$ cat config.mk
export PLATFORM = sky130hd
export DESIGN_NAME = serial_motor_command_parser
export DESIGN_NICKNAME = d
export VERILOG_FILES = /design/src/hw/rtl/smcp_pkg.sv /design/src/hw/rtl/serial_motor_command_parser.sv
export SDC_FILE = /design/constraint.sdc
export NUM_CORES = 1
export LEC_CHECK = 0
export BUFFER_PORTS_ARGS = -buffer_cell sky130_fd_sc_hd__buf_4
export CORE_UTILIZATION = 33
export CTS_CLUSTER_DIAMETER = 50
export DETAILED_ROUTE_END_ITERATION = 8
export PLACE_DENSITY = 0.59
export SLEW_MARGIN = 20
export SYNTH_ARGS = -nofsm -noshare
export SYNTH_HDL_FRONTEND = slang
export SYNTH_SLANG_ARGS = --single-unit
export TNS_END_PERCENT = 1
$ cat constraint.sdc
create_clock -name clk -period 8.39 [get_ports clk]
set_input_delay 1.678 -clock clk [delete_from_list [all_inputs] [get_ports clk]]
set_output_delay 1.678 -clock clk [all_outputs]
set_load 0.005 [all_outputs]
$ cat src/hw/rtl/smcp_pkg.sv
// ----------------------------------------------------------------------------
// smcp_pkg
// Types and constants shared by the serial motor command parser: result codes,
// the ASCII characters that steer parsing, and the table of command words.
// ----------------------------------------------------------------------------
package smcp_pkg;

  typedef logic [2:0] cmd_code_t;
  typedef logic [4:0] letter_t;
  typedef logic [3:0] cmd_len_t;

  localparam cmd_code_t CODE_UNKNOWN  = 3'd0;
  localparam cmd_code_t CODE_ZERO     = 3'd1;
  localparam cmd_code_t CODE_ROTATETO = 3'd2;
  localparam cmd_code_t CODE_CW       = 3'd3;
  localparam cmd_code_t CODE_CCW      = 3'd4;
  localparam cmd_code_t CODE_ROTATE   = 3'd5;
  localparam cmd_code_t CODE_ENA      = 3'd6;
  localparam cmd_code_t CODE_DIS      = 3'd7;

  localparam logic [7:0] CHAR_NEWLINE = 8'h0A;
  localparam logic [7:0] CHAR_POINT   = 8'h2E;
  localparam logic [7:0] CHAR_DIGIT_0 = 8'h30;
  localparam logic [7:0] CHAR_DIGIT_9 = 8'h39;
  localparam logic [7:0] CHAR_UPPER_A = 8'h41;
  localparam logic [7:0] CHAR_UPPER_Z = 8'h5A;
  localparam logic [7:0] CHAR_LOWER_A = 8'h61;
  localparam logic [7:0] CHAR_LOWER_Z = 8'h7A;

  localparam int NUM_CMDS   = 7;
  localparam int CMD_MAXLEN = 8;

  // Letters are held as their index in the alphabet, A being zero.
  localparam cmd_code_t CMD_CODE [NUM_CMDS] = '{
    CODE_ZERO, CODE_ROTATETO, CODE_CW, CODE_CCW, CODE_ROTATE, CODE_ENA, CODE_DIS
  };

  localparam cmd_len_t CMD_LEN [NUM_CMDS] = '{
    4'd4, 4'd8, 4'd2, 4'd3, 4'd6, 4'd3, 4'd3
  };

  localparam letter_t CMD_TEXT [NUM_CMDS][CMD_MAXLEN] = '{
    '{5'd25, 5'd4,  5'd17, 5'd14, 5'd0,  5'd0,  5'd0,  5'd0 },
    '{5'd17, 5'd14, 5'd19, 5'd0,  5'd19, 5'd4,  5'd19, 5'd14},
    '{5'd2,  5'd22, 5'd0,  5'd0,  5'd0,  5'd0,  5'd0,  5'd0 },
    '{5'd2,  5'd2,  5'd22, 5'd0,  5'd0,  5'd0,  5'd0,  5'd0 },
    '{5'd17, 5'd14, 5'd19, 5'd0,  5'd19, 5'd4,  5'd0,  5'd0 },
    '{5'd4,  5'd13, 5'd0,  5'd0,  5'd0,  5'd0,  5'd0,  5'd0 },
    '{5'd3,  5'd8,  5'd18, 5'd0,  5'd0,  5'd0,  5'd0,  5'd0 }
  };

endpackage

$ cat src/hw/rtl/serial_motor_command_parser.sv
// ----------------------------------------------------------------------------
// serial_motor_command_parser
// Parses received characters into motor commands. One character is taken per
// transaction, and a new one can be taken in every clock cycle. Letters are
// case-folded into a command word, digits before the first point build a
// saturating integer, and a newline produces one result transaction in the
// next cycle from the output register, after which the line state is cleared.
// Only a stalled output register holds back the input side. Words longer than
// MAX_WORD_LETTERS letters, empty words and unrecognised words give the
// unknown code; the value and overflow flag are always reported.
// ----------------------------------------------------------------------------
module serial_motor_command_parser #(
  parameter int MAX_WORD_LETTERS = 8,
  parameter int VALUE_BITS       = 20
) (
  input  logic clk,
  input  logic rst,

  input  logic       s_axis_tvalid,
  output logic       s_axis_tready,
  input  logic [7:0] s_axis_tdata,   // char_in[7:0]

  output logic       m_axis_tvalid,
  input  logic       m_axis_tready,
  // command_code[2:0], argument_value[VALUE_BITS-1:0], value_overflowed, zero fill
  output logic [8*((VALUE_BITS+4+7)/8)-1:0] m_axis_tdata
);

  localparam int OUT_BITS = 8*((VALUE_BITS+4+7)/8);
  localparam int LEN_W    = $clog2(MAX_WORD_LETTERS+2);
  localparam int IDX_W    = $clog2(MAX_WORD_LETTERS);
  localparam int ACC_W    = VALUE_BITS + 4;

  smcp_pkg::letter_t         word_letters [MAX_WORD_LETTERS];
  logic [LEN_W-1:0]          word_length;
  logic [VALUE_BITS-1:0]     integer_accumulator;
  logic                      overflow_seen;
  logic                      after_point;

  logic                      out_valid;
  smcp_pkg::cmd_code_t       out_code;
  logic [VALUE_BITS-1:0]     out_value;
  logic                      out_overflow;

  logic                      accept;
  logic [7:0]                ch;
  logic                      is_digit;
  logic                      is_letter;
  smcp_pkg::letter_t         letter;
  logic [ACC_W-1:0]          acc_sum;
  logic                      acc_over;
  smcp_pkg::cmd_code_t       match_code;
  logic                      same;

  assign s_axis_tready = !out_valid || m_axis_tready;
  assign accept        = s_axis_tvalid && s_axis_tready;
  assign ch            = s_axis_tdata;

  assign is_digit  = ch inside {[smcp_pkg::CHAR_DIGIT_0:smcp_pkg::CHAR_DIGIT_9]};
  assign is_letter = ch inside {[smcp_pkg::CHAR_UPPER_A:smcp_pkg::CHAR_UPPER_Z],
                                [smcp_pkg::CHAR_LOWER_A:smcp_pkg::CHAR_LOWER_Z]};
  // Both cases carry the alphabet position plus one in their low five bits.
  assign letter    = smcp_pkg::letter_t'(ch[4:0] - 5'd1);

  assign acc_sum  = (ACC_W'(integer_accumulator) << 3) + (ACC_W'(integer_accumulator) << 1)
                  + ACC_W'(ch[3:0]);
  assign acc_over = |acc_sum[ACC_W-1:VALUE_BITS];

  always_comb begin
    match_code = smcp_pkg::CODE_UNKNOWN;
    same       = 1'b0;
    for (int c = smcp_pkg::NUM_CMDS - 1; c >= 0; c--) begin
      same = (word_length == LEN_W'(smcp_pkg::CMD_LEN[c]));
      for (int i = 0; i < smcp_pkg::CMD_MAXLEN; i++) begin
        if (i < int'(smcp_pkg::CMD_LEN[c]) && word_letters[i] != smcp_pkg::CMD_TEXT[c][i]) begin
          same = 1'b0;
        end
      end
      if (same) begin
        match_code = smcp_pkg::CMD_CODE[c];
      end
    end
  end

  always_ff @(posedge clk) begin
    if (accept && is_letter && word_length < LEN_W'(MAX_WORD_LETTERS)) begin
      word_letters[word_length[IDX_W-1:0]] <= letter;
    end
  end

  always_ff @(posedge clk) begin
    if (rst) begin
      word_length         <= '0;
      integer_accumulator <= '0;
      overflow_seen       <= 1'b0;
      after_point         <= 1'b0;
      out_valid           <= 1'b0;
    end else begin
      if (m_axis_tready) begin
        out_valid <= 1'b0;
      end
      if (accept) begin
        if (is_digit) begin
          if (!after_point) begin
            if (acc_over) begin
              integer_accumulator <= '1;
              overflow_seen       <= 1'b1;
            end else begin
              integer_accumulator <= acc_sum[VALUE_BITS-1:0];
            end
          end
        end else if (ch == smcp_pkg::CHAR_POINT) begin
          after_point <= 1'b1;
        end else if (is_letter) begin
          if (word_length < LEN_W'(MAX_WORD_LETTERS)) begin
            word_length <= word_length + LEN_W'(1);
          end else begin
            word_length <= LEN_W'(MAX_WORD_LETTERS + 1);
          end
        end else if (ch == smcp_pkg::CHAR_NEWLINE) begin
          out_valid           <= 1'b1;
          word_length         <= '0;
          integer_accumulator <= '0;
          overflow_seen       <= 1'b0;
          after_point         <= 1'b0;
        end
      end
    end
  end

  always_ff @(posedge clk) begin
    if (accept && ch == smcp_pkg::CHAR_NEWLINE) begin
      out_code     <= match_code;
      out_value    <= integer_accumulator;
      out_overflow <= overflow_seen;
    end
  end

  assign m_axis_tvalid = out_valid;
  assign m_axis_tdata  = OUT_BITS'({out_overflow, out_value, out_code});

endmodule
==> results_dict.tcl <==
set metrics [dict create \
    crit-reg2reg-capture "integer_accumulator[18]$_SDFFE_PP0P_" \
    die_w_um 124 \
    cts-buffers-inserted 9 \
    synthArstFlopShare_pct 0 \
    clk_pin_slew_ns 0.06 \
    critical_path_peak_fanout 11 \
    min-delay-start "overflow_seen$_SDFFE_PP0P_" \
    row_count 44 \
    syn-mean-instance-area_um2 11.2 \
    postCtsSetupBuffers 0 \
    worst_skew_pair.late_latency_ns 0.34 \
    start_util_pct 33.7 \
    clockBufferDepth 2 \
    root_buffer "sky130_fd_sc_hd__clkbuf_16" \
    tritoncts "yes" \
    routed-via-count 3516 \
    ff2ff_setup_slack_ns 4.88 \
    critical_path.endpoint_type "flop" \
    totalWireLength_um 11200 \
    share_of_the_clock_period_used_by_the_worst_path_pct 54.6 \
    powerDensity_nw_per_um2 164 \
    drive_above_1_share_pct 13.8 \
    synth_area_leaders "sky130_fd_sc_hd__edfxtp_1 (39%), sky130_fd_sc_hd__ha_1 (11%), sky130_fd_sc_hd__dfxtp_1 (11%)" \
    power_frac_comb_pct 3.6 \
    worstHoldEndpoint "out_overflow$_DFFE_PP_" \
    initial_antenna_violation_count 0 \
    max-vdd-ir-drop_mv 0.0854 \
    power.share.switching_pct 21.5 \
    setup_repair_after_global_routing_missed_its_margin "false" \
    track_usage_pct 15.9 \
    worst_r2r_path_depth 12 \
    grt_use_met1_pct 22.6 \
    globalRoute.busiestLayer "met2" \
    distinct_cell_type_count_of_the_synthesized_netlist 62 \
    gate_count_after_technology_mapping 438 \
    dominantRegCellSynth "sky130_fd_sc_hd__edfxtp_1" \
    core_area_um2 14500 \
    first_global_vias 3449 \
    vias_per_std_cell 5.30 \
    design.portCount 38 \
    fmaxAchievable_mhz 218 \
    grt.overflow.total 0 \
    crit_type "input pin to flop" \
    synth_largest_area_cell "sky130_fd_sc_hd__edfxtp_1" \
    fp.dieArea_um2 15300 \
    power.static_leakage_nw 2.25 \
    port_buffers 37 \
    r2r_start "integer_accumulator[0]$_SDFFE_PP0P_" \
    antenna_left 0 \
    worstHoldPathType "flop to flop" \
    path_buf_inv 3 \
    antenna-diode-count 0 \
    synth-edff-count 64 \
    synth.yosys.seq_area_share_pct 50.2 \
    dp_hpwl_um 8230 \
    cp.arrival_ns 4.82 \
    fin_setup_tns_ns 0 \
    number_of_iterations_in_the_first_detailed_routing_pass 4 \
    cp_slowest_stage_delay_ns 0.54 \
    cts.sinks 91 \
    min_delay_path_depth 0 \
    cts_max_level 3 \
    area_growth_pct 15.3 \
    setup_clock_skew_after_layout_ns 0.00650 \
    grt_util_met2_pct 23.8 \
    timing.final.crit_period_ns 4.58 \
    power_switching_uw 199 \
    share_clk_of_total_power_pct 44.0 \
    critPathLaunchType "input pin" \
    wl_per_cell_um 16.9 \
    report.final.setup_viol 0 \
    internal_power_uw 725 \
    ordered_cell_list_for_the_critical_path "buf_4 -> inv_1 -> fa_1 -> inv_1 -> fa_1 -> nand4_1 -> o2111ai_4 -> a31oi_4 -> o21ai_4 -> a211o_1 -> o21ai_1 -> nor2_1 -> a311oi_1" \
    synth_top_cells_by_count "sky130_fd_sc_hd__edfxtp_1 (64), sky130_fd_sc_hd__ha_1 (45), sky130_fd_sc_hd__nor2_1 (36), sky130_fd_sc_hd__a21oi_1 (30), sky130_fd_sc_hd__nand2_1 (30)" \
    netlist.area_leader.share_pct 39.2 \
    drv.max_cap_violation_count 0 \
    crit_family "compound AO/OA/AOI/OAI gates" \
    cts-hold-fix-buffers 0 \
    report.final.slew_viol_count 0 \
    totalPowerFinal_uw 924 \
    synth-warning-count 0 \
    slew_worst_pin_ns 0.967 \
    die_y_um 124 \
    met3_usage_pct 3.07 \
    crit_slowest_cell "sky130_fd_sc_hd__fa_1" \
    mappedNetlistNets 497 \
    slew_headroom_pct 35.1 \
    most_common_cell_in_the_synthesized_netlist "sky130_fd_sc_hd__edfxtp_1" \
    grt_pass1_wl_um 18100 \
    run_status "finished clean" \
    dr.first_iter.drc_count 215 \
    post_synth_instance_area_um2 4900 \
    worst_ep_required_time_ns 8.63 \
    power.share.sequential_pct 52.4 \
    postCtsResizedCells 0 \
    gp_congestion 0.902 \
    final_report_hold_violation_count 0 \
    route.detailed.drc 0 \
    grt_max_degree 28 \
    finalNetCount 534 \
    synth.ff_latch_count 91 \
]
[through the flow]
stage | setup WS [ns] | util, % | std cells | instance area (µm²) | hold slack [ns]
4_1_cts | 3.82 | 38.9 | 664 | 5650 | 0.440
3_3_place_gp | 3.61 | 36.9 | 648 | 5360 | 0.420
5_1_grt | 3.61 | 38.9 | 664 | 5650 | 0.464
2_1_floorplan | 4.06 | - | 438 | 4900 | 0.409
3_5_place_dp | 3.48 | 36.9 | 648 | 5360 | 0.429
6_report | 3.81 | 38.9 | 664 | 5650 | 0.442
[how the worst max path moves through the flow]
stage	cells past startpoint	to	start	slack [ns]
global route	13	integer_accumulator[18]$_SDFFE_PP0P_	s_axis_tdata[3]	3.61
global placement	13	integer_accumulator[18]$_SDFFE_PP0P_	s_axis_tdata[3]	3.61
floorplan	13	integer_accumulator[18]$_SDFFE_PP0P_	s_axis_tdata[3]	4.06
detailed placement	13	integer_accumulator[18]$_SDFFE_PP0P_	s_axis_tdata[3]	3.48
finish	13	integer_accumulator[18]$_SDFFE_PP0P_	s_axis_tdata[3]	3.81
CTS	13	integer_accumulator[18]$_SDFFE_PP0P_	s_axis_tdata[3]	3.82
[layout make-up]
class	count	area (µm²)
clock buffers	10	229
clock inverters	6	63.8
fillers	1409	8880
inverters	16	60.1
multi-input cells	318	2310
flip-flops and latches	91	2460
well taps	184	230
repair buffers	39	293
[layout by cell type, fill, tap and decap left out, types with 4 or more instances in the layout]
master,count
sky130_fd_sc_hd__nor4bb_1,4
sky130_fd_sc_hd__o21ai_0,13
sky130_fd_sc_hd__nand2_1,30
sky130_fd_sc_hd__a221o_1,8
sky130_fd_sc_hd__nand4b_1,4
sky130_fd_sc_hd__clkbuf_16,9
sky130_fd_sc_hd__xor2_1,5
sky130_fd_sc_hd__edfxtp_1,64
sky130_fd_sc_hd__buf_4,39
sky130_fd_sc_hd__nand4_1,6
sky130_fd_sc_hd__ha_1,45
sky130_fd_sc_hd__nor3_1,18
sky130_fd_sc_hd__nor4_1,4
sky130_fd_sc_hd__nand2b_1,9
sky130_fd_sc_hd__dfxtp_1,27
sky130_fd_sc_hd__a21oi_1,30
sky130_fd_sc_hd__nor2_1,36
sky130_fd_sc_hd__nand3_1,14
sky130_fd_sc_hd__o31ai_1,8
sky130_fd_sc_hd__inv_1,16
sky130_fd_sc_hd__xnor2_1,14
sky130_fd_sc_hd__a21o_1,8
[registers in the layout, indices dropped and copies added (netlist names)]
register / cells
word_length: 4
out_value: 20
m_axis_tvalid: 1
out_overflow: 1
out_code: 3
after_point: 1
word_letters: 40
integer_accumulator: 20
overflow_seen: 1
[kinds of logic (layout without fill, tap and decap cells)]
family | after synthesis | count (layout) | share of synthesized area (%)
flip-flops | 91 | 91 | 50.2
buffers and inverters | 29 | 71 | 2.60
AND/OR/NAND/NOR | 150 | 150 | 16.3
AO/OA/AOI/OAI | 102 | 102 | 15.2
adder cells (fa/ha/maj) | 47 | 47 | 12.3
XOR/XNOR | 19 | 19 | 3.40
[power groups by stage]
| stage | Sequential [mW] | Combinational (mW) | Clock, mW |
|---|---|---|---|
| 3_3_place_gp | 0.494 | 0.0334 | 0 |
| 5_1_grt | 0.484 | 0.0378 | 0.432 |
| 2_1_floorplan | 0.493 | 0.0191 | 0 |
| 4_1_cts | 0.484 | 0.0337 | 0.414 |
| 3_5_place_dp | 0.494 | 0.0336 | 0 |
| 6_report | 0.484 | 0.0335 | 0.407 |
[per-layer routing]
metal  routed length (µm)  share of wire, %  vias to the layer above
met1                 5570                50                     1690
li1                     -                 -                     1748
met2                 5050                45                       68
met3                  425               3.8                       10
met4                  157               1.4                        0
met5                    0                 0                        -
Power figures use the tool's default switching activity.
